===== src/rtl/dots_pkg.sv =====
// Shared types and constants for the deadline-ordered timer scheduler.
`timescale 1ns / 1ps
package dots_pkg;

    localparam int SLOTS_DEF     = 16;
    localparam int TIME_BITS_DEF = 32;
    localparam int MAX_OUT       = 15;
    localparam int OP_W          = 2;
    localparam int PERIOD_W      = 24;
    localparam int ID_W          = 4;
    localparam int KIND_W        = 2;

    typedef enum logic [OP_W-1:0] {
        OP_TICK     = 2'd0,
        OP_REGISTER = 2'd1,
        OP_REMOVE   = 2'd2,
        OP_ACK      = 2'd3
    } t_op;

    typedef enum logic [KIND_W-1:0] {
        KIND_REGISTERED = 2'd0,
        KIND_FULL       = 2'd1,
        KIND_FIRED      = 2'd2,
        KIND_DONE       = 2'd3
    } t_kind;

    // Classified command passed from the front end to the engine
    typedef struct packed {
        t_op                 op;
        logic [PERIOD_W-1:0] period;
        logic                periodic;
        logic [ID_W-1:0]     id;
    } t_cmd;

    typedef enum logic [3:0] {
        ST_IDLE,
        ST_ALLOC,
        ST_REG_WR,
        ST_SCAN,
        ST_DQ_RD,
        ST_DQ_RANK,
        ST_SWEEP,
        ST_FIRE,
        ST_TICK_END,
        ST_EMIT
    } t_bstate;

endpackage


===== src/rtl/dots_if.sv =====
// Valid/ready channel interfaces for command input and result output.
`timescale 1ns / 1ps
interface dots_in_if;
    logic                          valid;
    logic                          ready;
    logic [dots_pkg::OP_W-1:0]     operation;
    logic [dots_pkg::PERIOD_W-1:0] period_ms;
    logic                          periodic;
    logic [dots_pkg::ID_W-1:0]     timer_id;

    modport source (output valid, operation, period_ms, periodic, timer_id, input ready);
    modport sink   (input valid, operation, period_ms, periodic, timer_id, output ready);
endinterface

interface dots_out_if;
    logic                        valid;
    logic                        ready;
    logic [dots_pkg::KIND_W-1:0] kind;
    logic [dots_pkg::ID_W-1:0]   fired_id;
    logic                        last;

    modport source (output valid, kind, fired_id, last, input ready);
    modport sink   (input valid, kind, fired_id, last, output ready);
endinterface


===== src/rtl/dots_front.sv =====
// Front end: accepts commands, classifies them and buffers them in a two-entry queue.
`timescale 1ns / 1ps
module dots_front (
    input  logic           i_clk,
    input  logic           i_rst_n,
    dots_in_if.sink        i_in,
    output dots_pkg::t_cmd o_cmd,
    output logic           o_cmd_valid,
    input  logic           i_cmd_ready
);

    dots_pkg::t_cmd r_fifo [2];
    logic           r_wp;
    logic           r_rp;
    logic [1:0]     r_cnt;
    dots_pkg::t_cmd n_cmd;
    logic           push;
    logic           pop;

    assign i_in.ready  = (r_cnt != 2'd2);
    assign push        = i_in.valid && i_in.ready;
    assign o_cmd_valid = (r_cnt != 2'd0);
    assign pop         = o_cmd_valid && i_cmd_ready;
    assign o_cmd       = r_fifo[r_rp];

    // Classify: decode the operation, take a zero period as one
    always_comb begin
        n_cmd.op       = dots_pkg::t_op'(i_in.operation);
        n_cmd.period   = (i_in.period_ms == '0) ? dots_pkg::PERIOD_W'(1) : i_in.period_ms;
        n_cmd.periodic = i_in.periodic;
        n_cmd.id       = i_in.timer_id;
    end

    // Queue storage
    always_ff @(posedge i_clk) begin
        if (push) begin
            r_fifo[r_wp] <= n_cmd;
        end
    end

    // Queue pointers
    always_ff @(posedge i_clk) begin
        if (!i_rst_n) begin
            r_wp  <= 1'b0;
            r_rp  <= 1'b0;
            r_cnt <= 2'd0;
        end else begin
            if (push) r_wp <= ~r_wp;
            if (pop)  r_rp <= ~r_rp;
            case ({push, pop})
                2'b10:   r_cnt <= r_cnt + 2'd1;
                2'b01:   r_cnt <= r_cnt - 2'd1;
                default: r_cnt <= r_cnt;
            endcase
        end
    end

endmodule


===== src/rtl/dots_back.sv =====
// Engine: slot table, deadline scan, rank close-up sweep and result register.
`timescale 1ns / 1ps
module dots_back #(
    parameter int SLOTS     = dots_pkg::SLOTS_DEF,
    parameter int TIME_BITS = dots_pkg::TIME_BITS_DEF
) (
    input  logic                          i_clk,
    input  logic                          i_rst_n,
    input  dots_pkg::t_cmd                i_cmd,
    input  logic                          i_cmd_valid,
    input  logic                          i_need_dq,
    output logic                          o_cmd_ready,
    dots_out_if.source                    o_out,
    output logic                          o_idle,
    output logic [SLOTS-1:0]              o_queued,
    output logic [$clog2(SLOTS+1)-1:0]    o_stamp_cnt
);

    localparam int IDX_W = $clog2(SLOTS);
    localparam int CNT_W = $clog2(SLOTS + 1);

    // Slot memories
    logic [TIME_BITS-1:0]          r_dl_mem    [SLOTS];
    logic [dots_pkg::PERIOD_W-1:0] r_per_mem   [SLOTS];
    logic                          r_rep_mem   [SLOTS];
    logic [CNT_W-1:0]              r_stamp_mem [SLOTS];

    logic [TIME_BITS-1:0]          r_rd_dl;
    logic [dots_pkg::PERIOD_W-1:0] r_rd_per;
    logic                          r_rd_rep;
    logic [CNT_W-1:0]              r_rd_stamp;

    // Slot flags
    logic [SLOTS-1:0] r_used;
    logic [SLOTS-1:0] r_queued;
    logic [SLOTS-1:0] r_pend;
    logic [SLOTS-1:0] r_done;

    dots_pkg::t_bstate r_state, n_state, r_ret;
    dots_pkg::t_cmd    r_cmd;
    logic [TIME_BITS-1:0] r_now;
    logic [CNT_W-1:0]     r_cnt;
    logic [IDX_W-1:0]     r_ptr;
    logic [CNT_W-1:0]     r_steps;
    logic [CNT_W-1:0]     r_idx;
    logic [IDX_W-1:0]     r_tgt;
    logic [CNT_W-1:0]     r_rank;
    logic                 r_rep_s;
    logic [dots_pkg::PERIOD_W-1:0] r_per_s;
    logic [3:0]           r_n;

    // Scan pipeline
    logic                 r_p1_v;
    logic [IDX_W-1:0]     r_p1_idx;
    logic                 r_p2_v;
    logic [IDX_W-1:0]     r_p2_idx;
    logic [TIME_BITS-1:0] r_p2_late;
    logic [CNT_W-1:0]     r_p2_stamp;
    logic                 r_found;
    logic [IDX_W-1:0]     r_best;
    logic [TIME_BITS-1:0] r_best_late;
    logic [CNT_W-1:0]     r_best_stamp;

    // Held fire result and emit payload
    logic                 r_hold_v;
    logic [IDX_W-1:0]     r_hold_id;
    dots_pkg::t_kind      r_ekind;
    logic [dots_pkg::ID_W-1:0] r_eid;

    // Output register
    logic                      r_ov;
    dots_pkg::t_kind           r_okind;
    logic [dots_pkg::ID_W-1:0] r_oid;
    logic                      r_olast;

    logic                 out_free;
    logic                 out_ld;
    dots_pkg::t_kind      out_kind;
    logic [dots_pkg::ID_W-1:0] out_id;
    logic                 out_last;
    logic [IDX_W-1:0]     cmd_idx;
    logic                 cmd_hit;
    logic [IDX_W-1:0]     nxt_ptr;
    logic                 alloc_hit;
    logic                 alloc_last;
    logic                 scan_end;
    logic                 sweep_end;
    logic                 fire;
    logic                 fire_stall;
    logic                 idx_run;
    logic [IDX_W-1:0]     rd_addr;
    logic [TIME_BITS-1:0] p1_late;
    logic                 p1_ok;
    logic                 better;
    logic                 st_we;
    logic [IDX_W-1:0]     st_addr;
    logic [CNT_W-1:0]     st_data;
    logic                 dl_we;
    logic [TIME_BITS-1:0] dl_data;

    assign out_free   = !r_ov || o_out.ready;
    assign cmd_idx    = IDX_W'(r_cmd.id);
    assign cmd_hit    = (r_cmd.id != '0) && (int'(r_cmd.id) < SLOTS) && r_used[cmd_idx];
    assign nxt_ptr    = (r_ptr == IDX_W'(SLOTS - 1)) ? '0 : r_ptr + 1'b1;
    assign alloc_hit  = (nxt_ptr != '0) && !r_used[nxt_ptr];
    assign alloc_last = (r_steps == CNT_W'(SLOTS - 1));
    assign idx_run    = (r_idx != CNT_W'(SLOTS));
    assign scan_end   = !idx_run && !r_p1_v && !r_p2_v;
    assign sweep_end  = !idx_run && !r_p1_v;
    assign fire       = !(r_rep_s && r_pend[r_tgt]);
    assign fire_stall = fire && r_hold_v && !out_free;

    assign o_cmd_ready  = (r_state == dots_pkg::ST_IDLE);
    assign o_idle       = (r_state == dots_pkg::ST_IDLE);
    assign o_queued     = r_queued;
    assign o_stamp_cnt  = r_cnt;
    assign o_out.valid    = r_ov;
    assign o_out.kind     = r_okind;
    assign o_out.fired_id = r_oid;
    assign o_out.last     = r_olast;

    // Lateness of the slot whose data just came back; due when the top bit is clear
    assign p1_late = r_now - r_rd_dl;
    assign p1_ok   = r_queued[r_p1_idx] && !r_done[r_p1_idx] && !p1_late[TIME_BITS-1];
    assign better  = !r_found || (r_p2_late > r_best_late) ||
                     ((r_p2_late == r_best_late) && (r_p2_stamp < r_best_stamp));

    // Memory read address
    always_comb begin
        case (r_state)
            dots_pkg::ST_DQ_RD: rd_addr = r_tgt;
            default:            rd_addr = r_idx[IDX_W-1:0];
        endcase
    end

    // Memory write selection
    always_comb begin
        st_we   = 1'b0;
        st_addr = r_tgt;
        st_data = r_cnt;
        dl_we   = 1'b0;
        dl_data = r_now + TIME_BITS'(r_cmd.period);
        case (r_state)
            dots_pkg::ST_REG_WR: begin
                st_we = 1'b1;
                dl_we = 1'b1;
            end
            dots_pkg::ST_FIRE: begin
                if (!fire_stall && r_rep_s) begin
                    st_we   = 1'b1;
                    dl_we   = 1'b1;
                    dl_data = r_now + TIME_BITS'(r_per_s);
                end
            end
            dots_pkg::ST_SWEEP: begin
                if (r_p1_v && r_queued[r_p1_idx] && (r_rd_stamp > r_rank)) begin
                    st_we   = 1'b1;
                    st_addr = r_p1_idx;
                    st_data = r_rd_stamp - 1'b1;
                end
            end
            default: begin
                st_we = 1'b0;
            end
        endcase
    end

    // Slot memories
    always_ff @(posedge i_clk) begin
        if (st_we) r_stamp_mem[st_addr] <= st_data;
        if (dl_we) r_dl_mem[r_tgt] <= dl_data;
        if (r_state == dots_pkg::ST_REG_WR) begin
            r_per_mem[r_tgt] <= r_cmd.period;
            r_rep_mem[r_tgt] <= r_cmd.periodic;
        end
        r_rd_dl    <= r_dl_mem[rd_addr];
        r_rd_per   <= r_per_mem[rd_addr];
        r_rd_rep   <= r_rep_mem[rd_addr];
        r_rd_stamp <= r_stamp_mem[rd_addr];
    end

    // Output load selection
    always_comb begin
        out_ld   = 1'b0;
        out_kind = dots_pkg::KIND_FIRED;
        out_id   = dots_pkg::ID_W'(r_hold_id);
        out_last = 1'b0;
        case (r_state)
            dots_pkg::ST_EMIT: begin
                out_ld   = out_free;
                out_kind = r_ekind;
                out_id   = r_eid;
                out_last = 1'b1;
            end
            dots_pkg::ST_FIRE: begin
                out_ld = fire && r_hold_v && out_free;
            end
            dots_pkg::ST_TICK_END: begin
                out_ld   = r_hold_v && out_free;
                out_last = 1'b1;
            end
            default: begin
                out_ld = 1'b0;
            end
        endcase
    end

    // Next state
    always_comb begin
        n_state = r_state;
        unique case (r_state)
            dots_pkg::ST_IDLE: begin
                if (i_cmd_valid) begin
                    unique case (i_cmd.op)
                        dots_pkg::OP_TICK:     n_state = dots_pkg::ST_SCAN;
                        dots_pkg::OP_REGISTER: n_state = dots_pkg::ST_ALLOC;
                        default: n_state = i_need_dq ? dots_pkg::ST_DQ_RD
                                                     : dots_pkg::ST_EMIT;
                    endcase
                end
            end
            dots_pkg::ST_ALLOC: begin
                if (alloc_hit)       n_state = dots_pkg::ST_REG_WR;
                else if (alloc_last) n_state = dots_pkg::ST_EMIT;
            end
            dots_pkg::ST_REG_WR: n_state = dots_pkg::ST_EMIT;
            dots_pkg::ST_SCAN: begin
                if (scan_end) n_state = r_found ? dots_pkg::ST_DQ_RD : dots_pkg::ST_TICK_END;
            end
            dots_pkg::ST_DQ_RD:   n_state = dots_pkg::ST_DQ_RANK;
            dots_pkg::ST_DQ_RANK: n_state = dots_pkg::ST_SWEEP;
            dots_pkg::ST_SWEEP: begin
                if (sweep_end) n_state = r_ret;
            end
            dots_pkg::ST_FIRE: begin
                if (!fire_stall) begin
                    n_state = (fire && (r_n == 4'(dots_pkg::MAX_OUT - 1)))
                            ? dots_pkg::ST_TICK_END : dots_pkg::ST_SCAN;
                end
            end
            dots_pkg::ST_TICK_END: begin
                if (!r_hold_v || out_free) n_state = dots_pkg::ST_IDLE;
            end
            dots_pkg::ST_EMIT: begin
                if (out_free) n_state = dots_pkg::ST_IDLE;
            end
            default: n_state = dots_pkg::ST_IDLE;
        endcase
    end

    // State register
    always_ff @(posedge i_clk) begin
        if (!i_rst_n) r_state <= dots_pkg::ST_IDLE;
        else          r_state <= n_state;
    end

    // Scan pipeline payload
    always_ff @(posedge i_clk) begin
        r_p1_idx   <= r_idx[IDX_W-1:0];
        r_p2_idx   <= r_p1_idx;
        r_p2_late  <= p1_late;
        r_p2_stamp <= r_rd_stamp;
        r_per_s    <= (r_state == dots_pkg::ST_DQ_RANK) ? r_rd_per : r_per_s;
    end

    // Control and table state
    always_ff @(posedge i_clk) begin
        if (!i_rst_n) begin
            r_used   <= '0;
            r_queued <= '0;
            r_pend   <= '0;
            r_done   <= '0;
            r_now    <= '0;
            r_cnt    <= '0;
            r_ptr    <= '0;
            r_steps  <= '0;
            r_idx    <= '0;
            r_p1_v   <= 1'b0;
            r_p2_v   <= 1'b0;
            r_found  <= 1'b0;
            r_hold_v <= 1'b0;
            r_n      <= '0;
            r_ov     <= 1'b0;
            r_ret    <= dots_pkg::ST_IDLE;
        end else begin
            // Advance the scan index and read pipeline
            r_p1_v <= ((r_state == dots_pkg::ST_SCAN) || (r_state == dots_pkg::ST_SWEEP))
                      && idx_run;
            r_p2_v <= r_p1_v && p1_ok && (r_state == dots_pkg::ST_SCAN);
            if (((r_state == dots_pkg::ST_SCAN) || (r_state == dots_pkg::ST_SWEEP)) && idx_run)
                r_idx <= r_idx + 1'b1;

            // Output register
            if (out_ld) begin
                r_ov    <= 1'b1;
                r_okind <= out_kind;
                r_oid   <= out_id;
                r_olast <= out_last;
            end else if (o_out.ready) begin
                r_ov <= 1'b0;
            end

            case (r_state)
                dots_pkg::ST_IDLE: begin
                    if (i_cmd_valid) begin
                        r_cmd <= i_cmd;
                        if (i_cmd.op == dots_pkg::OP_TICK) begin
                            r_now   <= r_now + 1'b1;
                            r_done  <= '0;
                            r_n     <= '0;
                            r_found <= 1'b0;
                            r_idx   <= '0;
                        end
                        if (i_need_dq) r_tgt <= IDX_W'(i_cmd.id);
                        r_steps <= '0;
                        r_ekind <= dots_pkg::KIND_DONE;
                        r_eid   <= i_cmd.id;
                    end
                end
                dots_pkg::ST_ALLOC: begin
                    r_ptr   <= nxt_ptr;
                    r_steps <= r_steps + 1'b1;
                    r_tgt   <= nxt_ptr;
                    if (!alloc_hit && alloc_last) begin
                        r_ekind <= dots_pkg::KIND_FULL;
                        r_eid   <= '0;
                    end
                end
                dots_pkg::ST_REG_WR: begin
                    r_used[r_tgt]   <= 1'b1;
                    r_pend[r_tgt]   <= 1'b0;
                    r_queued[r_tgt] <= 1'b1;
                    r_cnt           <= r_cnt + 1'b1;
                    r_ekind         <= dots_pkg::KIND_REGISTERED;
                    r_eid           <= dots_pkg::ID_W'(r_tgt);
                end
                dots_pkg::ST_SCAN: begin
                    if (r_p2_v && better) begin
                        r_found      <= 1'b1;
                        r_best       <= r_p2_idx;
                        r_best_late  <= r_p2_late;
                        r_best_stamp <= r_p2_stamp;
                    end
                    if (scan_end && r_found) begin
                        r_tgt <= r_best;
                        r_ret <= dots_pkg::ST_FIRE;
                    end
                end
                dots_pkg::ST_DQ_RANK: begin
                    r_rank          <= r_rd_stamp;
                    r_rep_s         <= r_rd_rep;
                    r_queued[r_tgt] <= 1'b0;
                    if (r_cnt != '0) r_cnt <= r_cnt - 1'b1;
                    r_idx <= '0;
                end
                dots_pkg::ST_FIRE: begin
                    if (!fire_stall) begin
                        r_done[r_tgt] <= 1'b1;
                        if (fire) begin
                            r_pend[r_tgt] <= 1'b1;
                            r_hold_v      <= 1'b1;
                            r_hold_id     <= r_tgt;
                            r_n           <= r_n + 1'b1;
                        end
                        if (r_rep_s) begin
                            r_queued[r_tgt] <= 1'b1;
                            r_cnt           <= r_cnt + 1'b1;
                        end
                        r_found <= 1'b0;
                        r_idx   <= '0;
                    end
                end
                dots_pkg::ST_TICK_END: begin
                    if (out_free) r_hold_v <= 1'b0;
                end
                default: begin
                    r_hold_v <= r_hold_v;
                end
            endcase

            // Remove and acknowledge act on the table as their answer is loaded
            if ((r_state == dots_pkg::ST_EMIT) && (r_ekind == dots_pkg::KIND_DONE)
                && cmd_hit && out_free) begin
                r_pend[cmd_idx] <= 1'b0;
                if (r_cmd.op == dots_pkg::OP_REMOVE) r_used[cmd_idx] <= 1'b0;
            end
            if (r_state == dots_pkg::ST_IDLE) begin
                r_ret <= dots_pkg::ST_EMIT;
            end
        end
    end

endmodule


===== src/rtl/dots_remove.sv =====
// Remove path: routes a remove of a queued slot through the rank close-up sweep.
`timescale 1ns / 1ps
module dots_remove #(
    parameter int SLOTS = dots_pkg::SLOTS_DEF
) (
    input  dots_pkg::t_cmd i_cmd,
    input  logic           i_cmd_valid,
    input  logic [SLOTS-1:0] i_queued,
    output logic           o_need_dq
);

    localparam int IDX_W = $clog2(SLOTS);

    logic id_ok;

    // Flag a remove whose slot sits in the queue
    assign id_ok     = (i_cmd.id != '0) && (int'(i_cmd.id) < SLOTS);
    assign o_need_dq = i_cmd_valid && (i_cmd.op == dots_pkg::OP_REMOVE) && id_ok
                       && i_queued[IDX_W'(i_cmd.id)];

endmodule


===== src/rtl/deadline_ordered_timer_scheduler_top.sv =====
// Top level of the deadline-ordered timer scheduler.
`timescale 1ns / 1ps
// Timer slot table with a millisecond time base. Commands (tick, register, remove,
// acknowledge) enter a two-entry queue and are carried out one at a time by the engine;
// every result passes through a one-deep output register, so the next command is taken
// while a result waits. Register probes one slot per cycle in the allocation search.
// Remove and acknowledge answer directly, or, when the removed timer is queued, after
// the sweep that closes up the insertion ranks. A tick runs the deadline scan, one slot
// read per cycle from the slot memory; each timer it handles adds the scan that picks it,
// the dequeue and rank sweep, and the fire step; at most 15 timers fire per tick. A full
// output register stalls these steps. No clearing pass is needed after reset.
module deadline_ordered_timer_scheduler_top #(
    parameter int SLOTS     = dots_pkg::SLOTS_DEF,
    parameter int TIME_BITS = dots_pkg::TIME_BITS_DEF
) (
    input  logic       i_clk,
    input  logic       i_rst_n,
    dots_in_if.sink    i_in,
    dots_out_if.source o_out
);

    dots_pkg::t_cmd             cmd;
    logic                       cmd_valid;
    logic                       cmd_ready;
    logic                       eng_idle;
    logic [SLOTS-1:0]           queued;
    logic [$clog2(SLOTS+1)-1:0] stamp_cnt;
    logic                       need_dq;

    dots_front u_front (
        .i_clk       (i_clk),
        .i_rst_n     (i_rst_n),
        .i_in        (i_in),
        .o_cmd       (cmd),
        .o_cmd_valid (cmd_valid),
        .i_cmd_ready (cmd_ready)
    );

    dots_back #(
        .SLOTS     (SLOTS),
        .TIME_BITS (TIME_BITS)
    ) u_back (
        .i_clk       (i_clk),
        .i_rst_n     (i_rst_n),
        .i_cmd       (cmd),
        .i_cmd_valid (cmd_valid),
        .i_need_dq   (need_dq),
        .o_cmd_ready (cmd_ready),
        .o_out       (o_out),
        .o_idle      (eng_idle),
        .o_queued    (queued),
        .o_stamp_cnt (stamp_cnt)
    );

    dots_remove #(
        .SLOTS (SLOTS)
    ) u_remove (
        .i_cmd       (cmd),
        .i_cmd_valid (cmd_valid),
        .i_queued    (queued),
        .o_need_dq   (need_dq)
    );

`ifndef SYNTH
    // Rank counter tracks the number of queued timers between commands
    a_rank_count: assert property (@(posedge i_clk) disable iff (!i_rst_n)
        eng_idle |-> (int'(stamp_cnt) == $countones(queued)))
        else $error("rank counter out of step with queued timers");

    // A failed register answers id zero and closes its command
    a_full_result: assert property (@(posedge i_clk) disable iff (!i_rst_n)
        (o_out.valid && (o_out.kind == dots_pkg::KIND_FULL)) |->
        ((o_out.fired_id == '0) && o_out.last))
        else $error("full result malformed");

    // Registered and done results are always the single result of their command
    a_single_result: assert property (@(posedge i_clk) disable iff (!i_rst_n)
        (o_out.valid && ((o_out.kind == dots_pkg::KIND_REGISTERED) ||
                         (o_out.kind == dots_pkg::KIND_DONE))) |-> o_out.last)
        else $error("command result not marked last");

    // A remove of a queued timer leaves it dequeued once taken by the engine
    a_remove_dq: assert property (@(posedge i_clk) disable iff (!i_rst_n)
        (need_dq && cmd_ready) |-> ##3 !queued[$past(cmd.id, 3) % SLOTS])
        else $error("removed timer still queued");
`endif

endmodule

===== src/flat_wrapper.sv =====
// flat-port wrapper written by rule: the top's interface ports become plain ports
module deadline_ordered_timer_scheduler_top_flat 
#(
    parameter int SLOTS     = dots_pkg::SLOTS_DEF,
    parameter int TIME_BITS = dots_pkg::TIME_BITS_DEF
)
  (i_clk, i_rst_n, i_in_valid, i_in_operation, i_in_period_ms, i_in_periodic, i_in_timer_id, i_in_ready, o_out_valid, o_out_kind, o_out_fired_id, o_out_last, o_out_ready);
  dots_in_if i_in_i ();
  dots_out_if o_out_i ();
  input  logic i_clk;
  input  logic i_rst_n;
  input wire logic [$bits(i_in_i.valid)-1:0] i_in_valid;
  input wire logic [$bits(i_in_i.operation)-1:0] i_in_operation;
  input wire logic [$bits(i_in_i.period_ms)-1:0] i_in_period_ms;
  input wire logic [$bits(i_in_i.periodic)-1:0] i_in_periodic;
  input wire logic [$bits(i_in_i.timer_id)-1:0] i_in_timer_id;
  output wire logic [$bits(i_in_i.ready)-1:0] i_in_ready;
  output wire logic [$bits(o_out_i.valid)-1:0] o_out_valid;
  output wire logic [$bits(o_out_i.kind)-1:0] o_out_kind;
  output wire logic [$bits(o_out_i.fired_id)-1:0] o_out_fired_id;
  output wire logic [$bits(o_out_i.last)-1:0] o_out_last;
  input wire logic [$bits(o_out_i.ready)-1:0] o_out_ready;
  assign i_in_i.valid = i_in_valid;
  assign i_in_i.operation = i_in_operation;
  assign i_in_i.period_ms = i_in_period_ms;
  assign i_in_i.periodic = i_in_periodic;
  assign i_in_i.timer_id = i_in_timer_id;
  assign i_in_ready = i_in_i.ready;
  assign o_out_valid = o_out_i.valid;
  assign o_out_kind = o_out_i.kind;
  assign o_out_fired_id = o_out_i.fired_id;
  assign o_out_last = o_out_i.last;
  assign o_out_i.ready = o_out_ready;
  deadline_ordered_timer_scheduler_top #(.SLOTS(SLOTS), .TIME_BITS(TIME_BITS)) u_core (.i_clk(i_clk), .i_rst_n(i_rst_n), .i_in(i_in_i), .o_out(o_out_i));
endmodule

===== config.mk =====
export PLATFORM = sky130hd
export DESIGN_NAME = deadline_ordered_timer_scheduler_top_flat
export DESIGN_NICKNAME = d
export VERILOG_FILES = /design/src/rtl/dots_pkg.sv /design/src/rtl/dots_if.sv /design/src/rtl/dots_front.sv /design/src/rtl/dots_back.sv /design/src/rtl/dots_remove.sv /design/src/rtl/deadline_ordered_timer_scheduler_top.sv /design/src/flat_wrapper.sv
export SDC_FILE = /design/constraint.sdc
export NUM_CORES = 2
export LEC_CHECK = 0
export BUFFER_PORTS_ARGS = -buffer_cell sky130_fd_sc_hd__buf_2
export CORE_MARGIN = 5
export CORE_UTILIZATION = 50
export CTS_CLUSTER_DIAMETER = 150
export DETAILED_ROUTE_END_ITERATION = 8
export HOLD_SLACK_MARGIN = 0.02
export PLACE_DENSITY = 0.64
export SLEW_MARGIN = 5
export SYNTH_ARGS = -nofsm -noshare
export SYNTH_HDL_FRONTEND = slang
export SYNTH_SLANG_ARGS = --single-unit

===== constraint.sdc =====
create_clock -name i_clk -period 4.5 [get_ports i_clk]
set_clock_uncertainty 0.15 [all_clocks]
set_input_delay 0.45 -clock i_clk [delete_from_list [all_inputs] [get_ports i_clk]]
set_output_delay 0.45 -clock i_clk [all_outputs]
set_load 0.01 [all_outputs]

# Word-level counts from Yosys, hierarchy flattened
# Memory sizes are Yosys's and may differ from the RTL's. A register that Yosys moved wholly into a read port is not among the register bits.
# Index checks and enable logic that the tools add are counted.
[word_totals] register_bits=303 ram_bits=1054 inputBits=35 out_inout_bits=9 elab_cells=323 n_memories=5
[mem_list] name="u_core.u_back.r_dl_mem" words=16 word_bits=32 read_ports=1 rd_ports_with_merged_regs=1 wr=1 line="dots_back.sv:23" rtl="logic [TIME_BITS-1:0] r_dl_mem [SLOTS];"
[mem_list] name="u_core.u_back.r_per_mem" words=16 word_bits=24 read_ports=1 rd_ports_with_merged_regs=1 wr=1 line="dots_back.sv:24" rtl="logic [dots_pkg::PERIOD_W-1:0] r_per_mem [SLOTS];"
[mem_list] name="u_core.u_back.r_stamp_mem" words=16 word_bits=5 read_ports=1 rd_ports_with_merged_regs=1 wr=1 line="dots_back.sv:26" rtl="logic [CNT_W-1:0] r_stamp_mem [SLOTS];"
[mem_list] name="u_core.u_front.r_fifo" words=2 word_bits=31 read_ports=1 rd_ports_with_merged_regs=1 wr=1 line="dots_front.sv:12" rtl="dots_pkg::t_cmd r_fifo [2];"
[mem_list] name="u_core.u_back.r_rep_mem" words=16 word_bits=1 read_ports=1 rd_ports_with_merged_regs=1 wr=1 line="dots_back.sv:25" rtl="logic r_rep_mem [SLOTS];"
[classes] add_sub_neg=13 magnitude_cmp=10 eq_ne=37 muxes=112 n_bitwise=15 n_reduce_logical=89
[ops] cell="$mux W16" count=13
[ops] cell="$mux W4" count=28
[ops] cell="$add A32 B24 Y32" count=2
[ops] cell="$and A16 B16 Y16" count=4
[ops] cell="$mux W32" count=2
[ops] cell="$or A16 B16 Y16" count=4
[ops] cell="$pmux W16 S2" count=2
[ops] cell="$mux W5" count=10
[ops] cell="$pmux W16 S3" count=1
[ops] cell="$pmux W4 S10" count=1
[ops] cell="$add A32 B1 Y32 const B" count=1
[ops] cell="$eq A32 B32 Y1" count=1
[ops] cell="$gt A32 B32 Y1" count=1
[ops] cell="$logic_and A1 B1 Y1" count=32
[ops] cell="$not A16 Y16" count=2
[ops] cell="$sub A32 B32 Y32" count=1
[ops] cell="$mux W1" count=30
[ops] cell="$pmux W5 S3" count=2
[ops] cell="$ne A2 B2 Y1 const B" count=13
[ops] cell="$lt A4 B5 Y1 const B" count=5
[ops] cell="$bmux W1 S4" count=6
[ops] cell="$logic_not A24 Y1" count=1
[ops] cell="$mux W24" count=1
[ops] cell="$pmux W4 S3" count=2
[ops] cell="other kinds (41)" count=111

# Depth between registers and ports, before layout
[depth] depth_word=12 ltp_mapped=11

# Hierarchy
# From an unflattened synthesis, not the netlist that was laid out.
[unflattened] hier_cells=3706 area_unflattened_um2=58383.5
[modules_own_cells] mod="dots_back" n_inst=1 cells_per_inst=3533 area_per_inst_um2=55627.1 seq_area_each_um2=38246.7
[modules_own_cells] mod="dots_front" n_inst=1 cells_per_inst=153 area_per_inst_um2=2593.7 seq_area_each_um2=1961.9
[modules_own_cells] mod="dots_remove" n_inst=1 cells_per_inst=20 area_per_inst_um2=162.7 seq_area_each_um2=0.0

# Worst setup path before layout
# No wires, ideal clock.
[synth_timing] path_kind="reg-to-reg" startpoint="register u_core.u_back.r_best_late[27]" endpoint="register u_core.u_back.r_best[0] (enable)" t_arrival_ns=3.368 path_slack_ns=0.577 stages_incl_launch_ff=10 period_less_slack_ns=3.923 cell_sequence="edfxtp_1 -> inv_1 -> ha_1 -> nand4_1 -> or2_1 -> or4_1 -> or3_1 -> or3_1 -> nand3b_1 -> o31a_1"
[synth_via] elab_chain_len=5 word_cells_on_any_way=7
[synth_lines] item="start: declaration" line="dots_back.sv:61" rtl="logic [TIME_BITS-1:0] r_best_late;"
[synth_lines] item="start signal: assignment" line="dots_back.sv:341" rtl="r_best_late <= r_p2_late;"
[synth_lines] item="$gt A32 B32 Y1 or $eq A32 B32 Y1 (tied branches)" line="dots_back.sv:125, dots_back.sv:126"
[synth_lines] item="$logic_or A1 B1 Y1 or $logic_and A1 B1 Y1 (tied branches)" line="dots_back.sv:125, dots_back.sv:126"
[synth_lines] item="$logic_or A1 B1 Y1 *" line="dots_back.sv:125" rtl="assign better = !r_found || (r_p2_late > r_best_late) ||"
[synth_lines] item="$logic_and A1 B1 Y1 *" line="dots_back.sv:338" rtl="if (r_p2_v && better) begin"
[synth_lines] item="$reduce_and A3 Y1 (no line) *"
[synth_lines] item="end signal: assignment" line="dots_back.sv:340" rtl="r_best <= r_p2_idx;"
[synth_lines] item="end: declaration" line="dots_back.sv:60" rtl="logic [IDX_W-1:0] r_best;"
# Mark *: on every way between the ends. The rest lies on a longest branch, timed or not.
# A chain may end at the register's enable or synchronous reset.

# Worst setup path in the final report
[layout_timing] startpoint="register u_core.u_back.r_cmd[20] in the netlist's numbering" endpoint="memory u_core.u_back.r_dl_mem[14][27] in the netlist's numbering (data pin)"
[layout_via] elab_chain_len=3
[layout_lines] item="start: declaration" line="dots_back.sv:40" rtl="dots_pkg::t_cmd r_cmd;"
[layout_lines] item="start signal: assignment" line="dots_back.sv:306" rtl="r_cmd <= i_cmd;"
[layout_lines] item="$add A32 B24 Y32 *" line="dots_back.sv:142" rtl="dl_data = r_now + TIME_BITS'(r_cmd.period);"
[layout_lines] item="$mux W32" line="dots_back.sv:149" rtl="if (!fire_stall && r_rep_s) begin"
[layout_lines] item="$mux W32 *" line="dots_back.sv:143" rtl="case (r_state)"
[layout_lines] item="net u_core.u_back.dl_data[27]" line="dots_back.sv:99" rtl="logic [TIME_BITS-1:0] dl_data;"
[layout_lines] item="end: declaration" line="dots_back.sv:23"
# Mark *: on every way through the listed nets, which the timed path passes. The rest lies on a longest branch.

==> impl_metrics.py <==
metrics = {
    "yosys": {
        "yosys.area.top_type_share": 0.6007,
        "synth_top_area_cell": "edfxtp_1",
        "ys_top_cells_by_area": "edfxtp_1 (60%), mux4_2 (10%), dfxtp_1 (8.3%)",
        "synth_top_flop_cell": "edfxtp_1",
        "synth-edff-count": 1177,
        "ys_types": 82,
        "synth_nets": 3913,
        "synth_warnings": 0,
        "syn_inst": 3741,
        "syn_avg_cell_area_um2": 15.73,
        "seq_area_frac_synth": 0.6834,
        "synth-seq-cells": 1420,
        "syn-cell-area_um2": 58840,
        "synth-async-reset-ratio": 0,
    },
    "power_and_ir_drop": {
        "pwr-share-clk": 0.380,
        "vdd_drop_max_mv": 0.3819,
        "power_mw": 30.76,
        "powerDensity_nw_per_um2": 457.9,
        "power_frac_seq": 0.505,
        "swShare": 0.2499,
        "comb_power_share": 0.115,
        "leakage_nw": 23.49,
        "netSwitchingPower_mw": 7.687,
        "internal_power_mw": 23.07,
    },
    "floorplanning": {
        "core_um2": 116500,
        "start_util": 0.5050,
        "die-height_um": 353.0,
        "rows": 125,
        "dieArea_um2": 124600,
        "ioPinCount": 44,
        "die_w_um": 353.0,
    },
    "global_routing": {
        "grt_max_degree": 83,
        "grt_use_total": 0.2260,
        "overflow": 0,
        "antenna_found_initial": 1,
        "grt_pass1_wl_mm": 212.1,
        "grt_pass1_vias": 32545,
    },
    "outcome": {
        "status": "finished clean",
    },
    "finish": {
        "stdcell_count": 5594,
        "diodes": 0,
        "fillers": 8842,
        "register_area_um2": 40210,
        "nets": 4116,
        "multi_input_area_um2": 17720,
        "drive_gt1_frac": 0.1946,
        "syn2layout_area_growth_pct": 14.17,
    },
    "clock_tree": {
        "clk_pin_slew_ns": 0.06,
        "cts_setup_buffers": 0,
        "htreeDepth": 4,
        "numCtsBuffers": 148,
        "cts_root_buffer": "clkbuf_16",
        "clkLatencyLatePin_ns": 0.76,
        "cts_sinks": 1420,
        "cts_tree": "yes",
        "clock_path_buffers": 3,
    },
    "route": {
        "antenna_left": 0,
        "wire_per_inst_um": 25.37,
        "drt_pass1_iterations": 6,
        "wirelength_mm": 141.9,
        "dr.first_iter.drc_count": 3189,
        "drc": 0,
        "vias": 33237,
        "vias_per_cell": 5.942,
    },
    "hold_path": {
        "hold_class": "reg2reg",
    },
    "timing": {
        "slew_viol_final": 0,
        "relSlewSlack": 0.2337,
        "worst_slew_pin_slew_ns": 1.145,
        "fmaxAchievable_ghz": 0.2358,
        "setup_tns_ns": 0,
        "finalCriticalPeriod_ns": 4.241,
        "rsz0062_at_grt": "no",
        "hold_viol": 0,
        "min_period_over_period": 0.9425,
        "setup-violations-final": 0,
    },
    "place": {
        "portBuffers": 43,
        "dp.cells": 5284,
        "gp_congestion": 0.9056,
        "dp_hpwl_mm": 86.61,
    },
    "critical_path": {
        "crit_arrival_ns": 4.50,
        "critPathMaxFanout": 17,
        "crit_path_start_kind": "flip-flop",
        "slowest_stage": "xor2_1",
        "cp_top_family": "simple AND/OR/NAND/NOR gates",
        "worst_ep_required_time_ns": 4.76,
        "end_kind": "flip-flop",
        "path_class": "reg2reg",
        "cp_num_buf_inv": 1,
        "cpMostUsedCell": "and4_1",
        "path_cells": "ha_1, and4_1, and4_1, and3_1, a21oi_1, a211oi_1, o41ai_1, buf_4, nor3_1, xor2_1",
        "cp_slowest_stage_delay_ns": 0.79,
    },
    "job": {
        "drv_cap": 0,
    },
}
-- path summary, 6_finish.rpt --
kind                                                start                        endpoint  slack, ns  cells after the start
worst max-delay path              u_core.u_back.r_cmd[20]  u_core.u_back.r_dl_mem[14][27]       0.26                     10
worst min-delay path            u_core.u_back.r_p2_idx[2]         u_core.u_back.r_best[2]       0.25                      0
worst max register to register    u_core.u_back.r_cmd[20]  u_core.u_back.r_dl_mem[14][27]       0.26                     10
worst min register to register  u_core.u_back.r_p2_idx[2]         u_core.u_back.r_best[2]       0.25                      0
-- cells by family (layout without fill, tap and decap cells) --
group / Yosys count / after routing / share of synthesized area
compound gates: 575 / 575 / 0.06429
fa+ha+maj: 137 / 137 / 0.02964
flops: 1420 / 1420 / 0.6834
simple gates: 848 / 848 / 0.06794
buf+inv: 303 / 632 / 0.02129
mux: 341 / 341 / 0.1160
xor+xnor: 117 / 117 / 0.01742
-- layout make-up --
cell class,count,area share
repair buffers,231,0.03256
clock buffers,207,0.06085
flip-flops and latches,1420,0.5986
clock inverters,69,0.008848
multi-input cells,2018,0.2638
inverters,125,0.006985
well taps,1524,0.02839
-- state kept, by name, summed over array words and instances (netlist names), 16 cells and up, named ones only --
register	flops
u_core.u_back.r_stamp_mem	80
u_core.u_back.r_used	16
u_core.u_back.r_best_late	32
u_core.u_back.r_cmd	27
u_core.u_back.r_done	16
u_core.u_back.r_per_s	24
u_core.u_front.r_fifo	62
u_core.u_back.r_pend	16
u_core.u_back.r_per_mem	384
u_core.u_back.r_now	32
u_core.u_back.r_rd_per	24
u_core.u_back.r_rep_mem	16
u_core.u_back.r_dl_mem	512
u_core.u_back.r_p2_late	32
u_core.u_back.r_rd_dl	32
-- synth_stat cells (all sizes together) (4+ instances only) --
cell and count:
edfxtp 1177, nor2 279, mux4 269, nand2 251, dfxtp 243, a21oi 136, ha 133, inv 125
clkbuf 112, o21ai 100, a211oi 84, a31oi 77, and2 75, buf 66, xnor2 63, xor2 54
a21o 44, nand3 43, nor3 40, mux2 38, mux2i 34, o21a 34, nand4 29, and3 25
nand2b 21, nor2b 20, nor4 16, or3 12, o221a 11, nor3b 10, and4 9, a2111oi 8
o21bai 8, o31ai 8, o211ai 7, a21boi 6, nand3b 6, or2 5, a221oi 4, a22oi 4
fa 4, or4 4
-- power by group through the flow --
stage	Clock (mW)	Sequential [mW]	Combinational [mW]
2_1_floorplan	0	15.7	2.17
3_3_place_gp	0	15.8	3.50
3_5_place_dp	0	15.8	3.51
4_1_cts	11.9	15.5	3.55
5_1_grt	12.5	15.6	3.82
6_report	11.7	15.5	3.53
-- through the flow --
step | cell area, um2 | utilization | worst slack [ns] | hold slack, ns
2_1_floorplan | 58840 | - | 0.5767 | 0.1790
3_3_place_gp | 62130 | 0.5332 | 0.2010 | 0.2368
3_5_place_dp | 62130 | 0.5332 | 0.1367 | 0.2412
4_1_cts | 67150 | 0.5763 | 0.1043 | 0.2140
5_1_grt | 67170 | 0.5765 | 0.006496 | 0.2340
6_report | 67170 | 0.5765 | 0.2589 | 0.2542
-- what timing repair did --
| action | 4_1_cts | 5_1_grt |
|---|---|---|
| endpoints found under the setup margin | 0 | 60 |
| hold endpoints to repair | 65 | 0 |
| resized for setup | 0 | 4 |
| hold buffers | 34 | 0 |
-- metal layers --
| layer | vias to the layer above | wire length (um) | GRT usage |
|---|---|---|---|
| li1 | 14928 | - | - |
| met1 | 17049 | 62570 | 0.3270 |
| met2 | 1061 | 67740 | 0.3648 |
| met3 | 199 | 8443 | 0.03494 |
| met4 | 0 | 3165 | 0.05717 |
| met5 | - | 0 | 0 |
-- placed cells by master, fill, tap and decap left out, drive strengths merged, types with 9 or more instances in the layout --
cell         instances
a211oi              84
a21o                44
a21oi              136
a31oi               77
and2                75
and3                25
and4                 9
buf                197
clkbuf             207
clkinv              49
dfxtp              243
dlygate4sd3         34
edfxtp            1177
ha                 133
inv                135
mux2                38
mux2i               34
mux4               269
nand2              251
nand2b              21
nand3               43
nand4               29
nor2               279
nor2b               20
nor3                40
nor3b               10
nor4                16
o21a                34
o21ai              100
o221a               11
or3                 12
xnor2               63
xor2                54
Power figures use the tool's default switching activity.
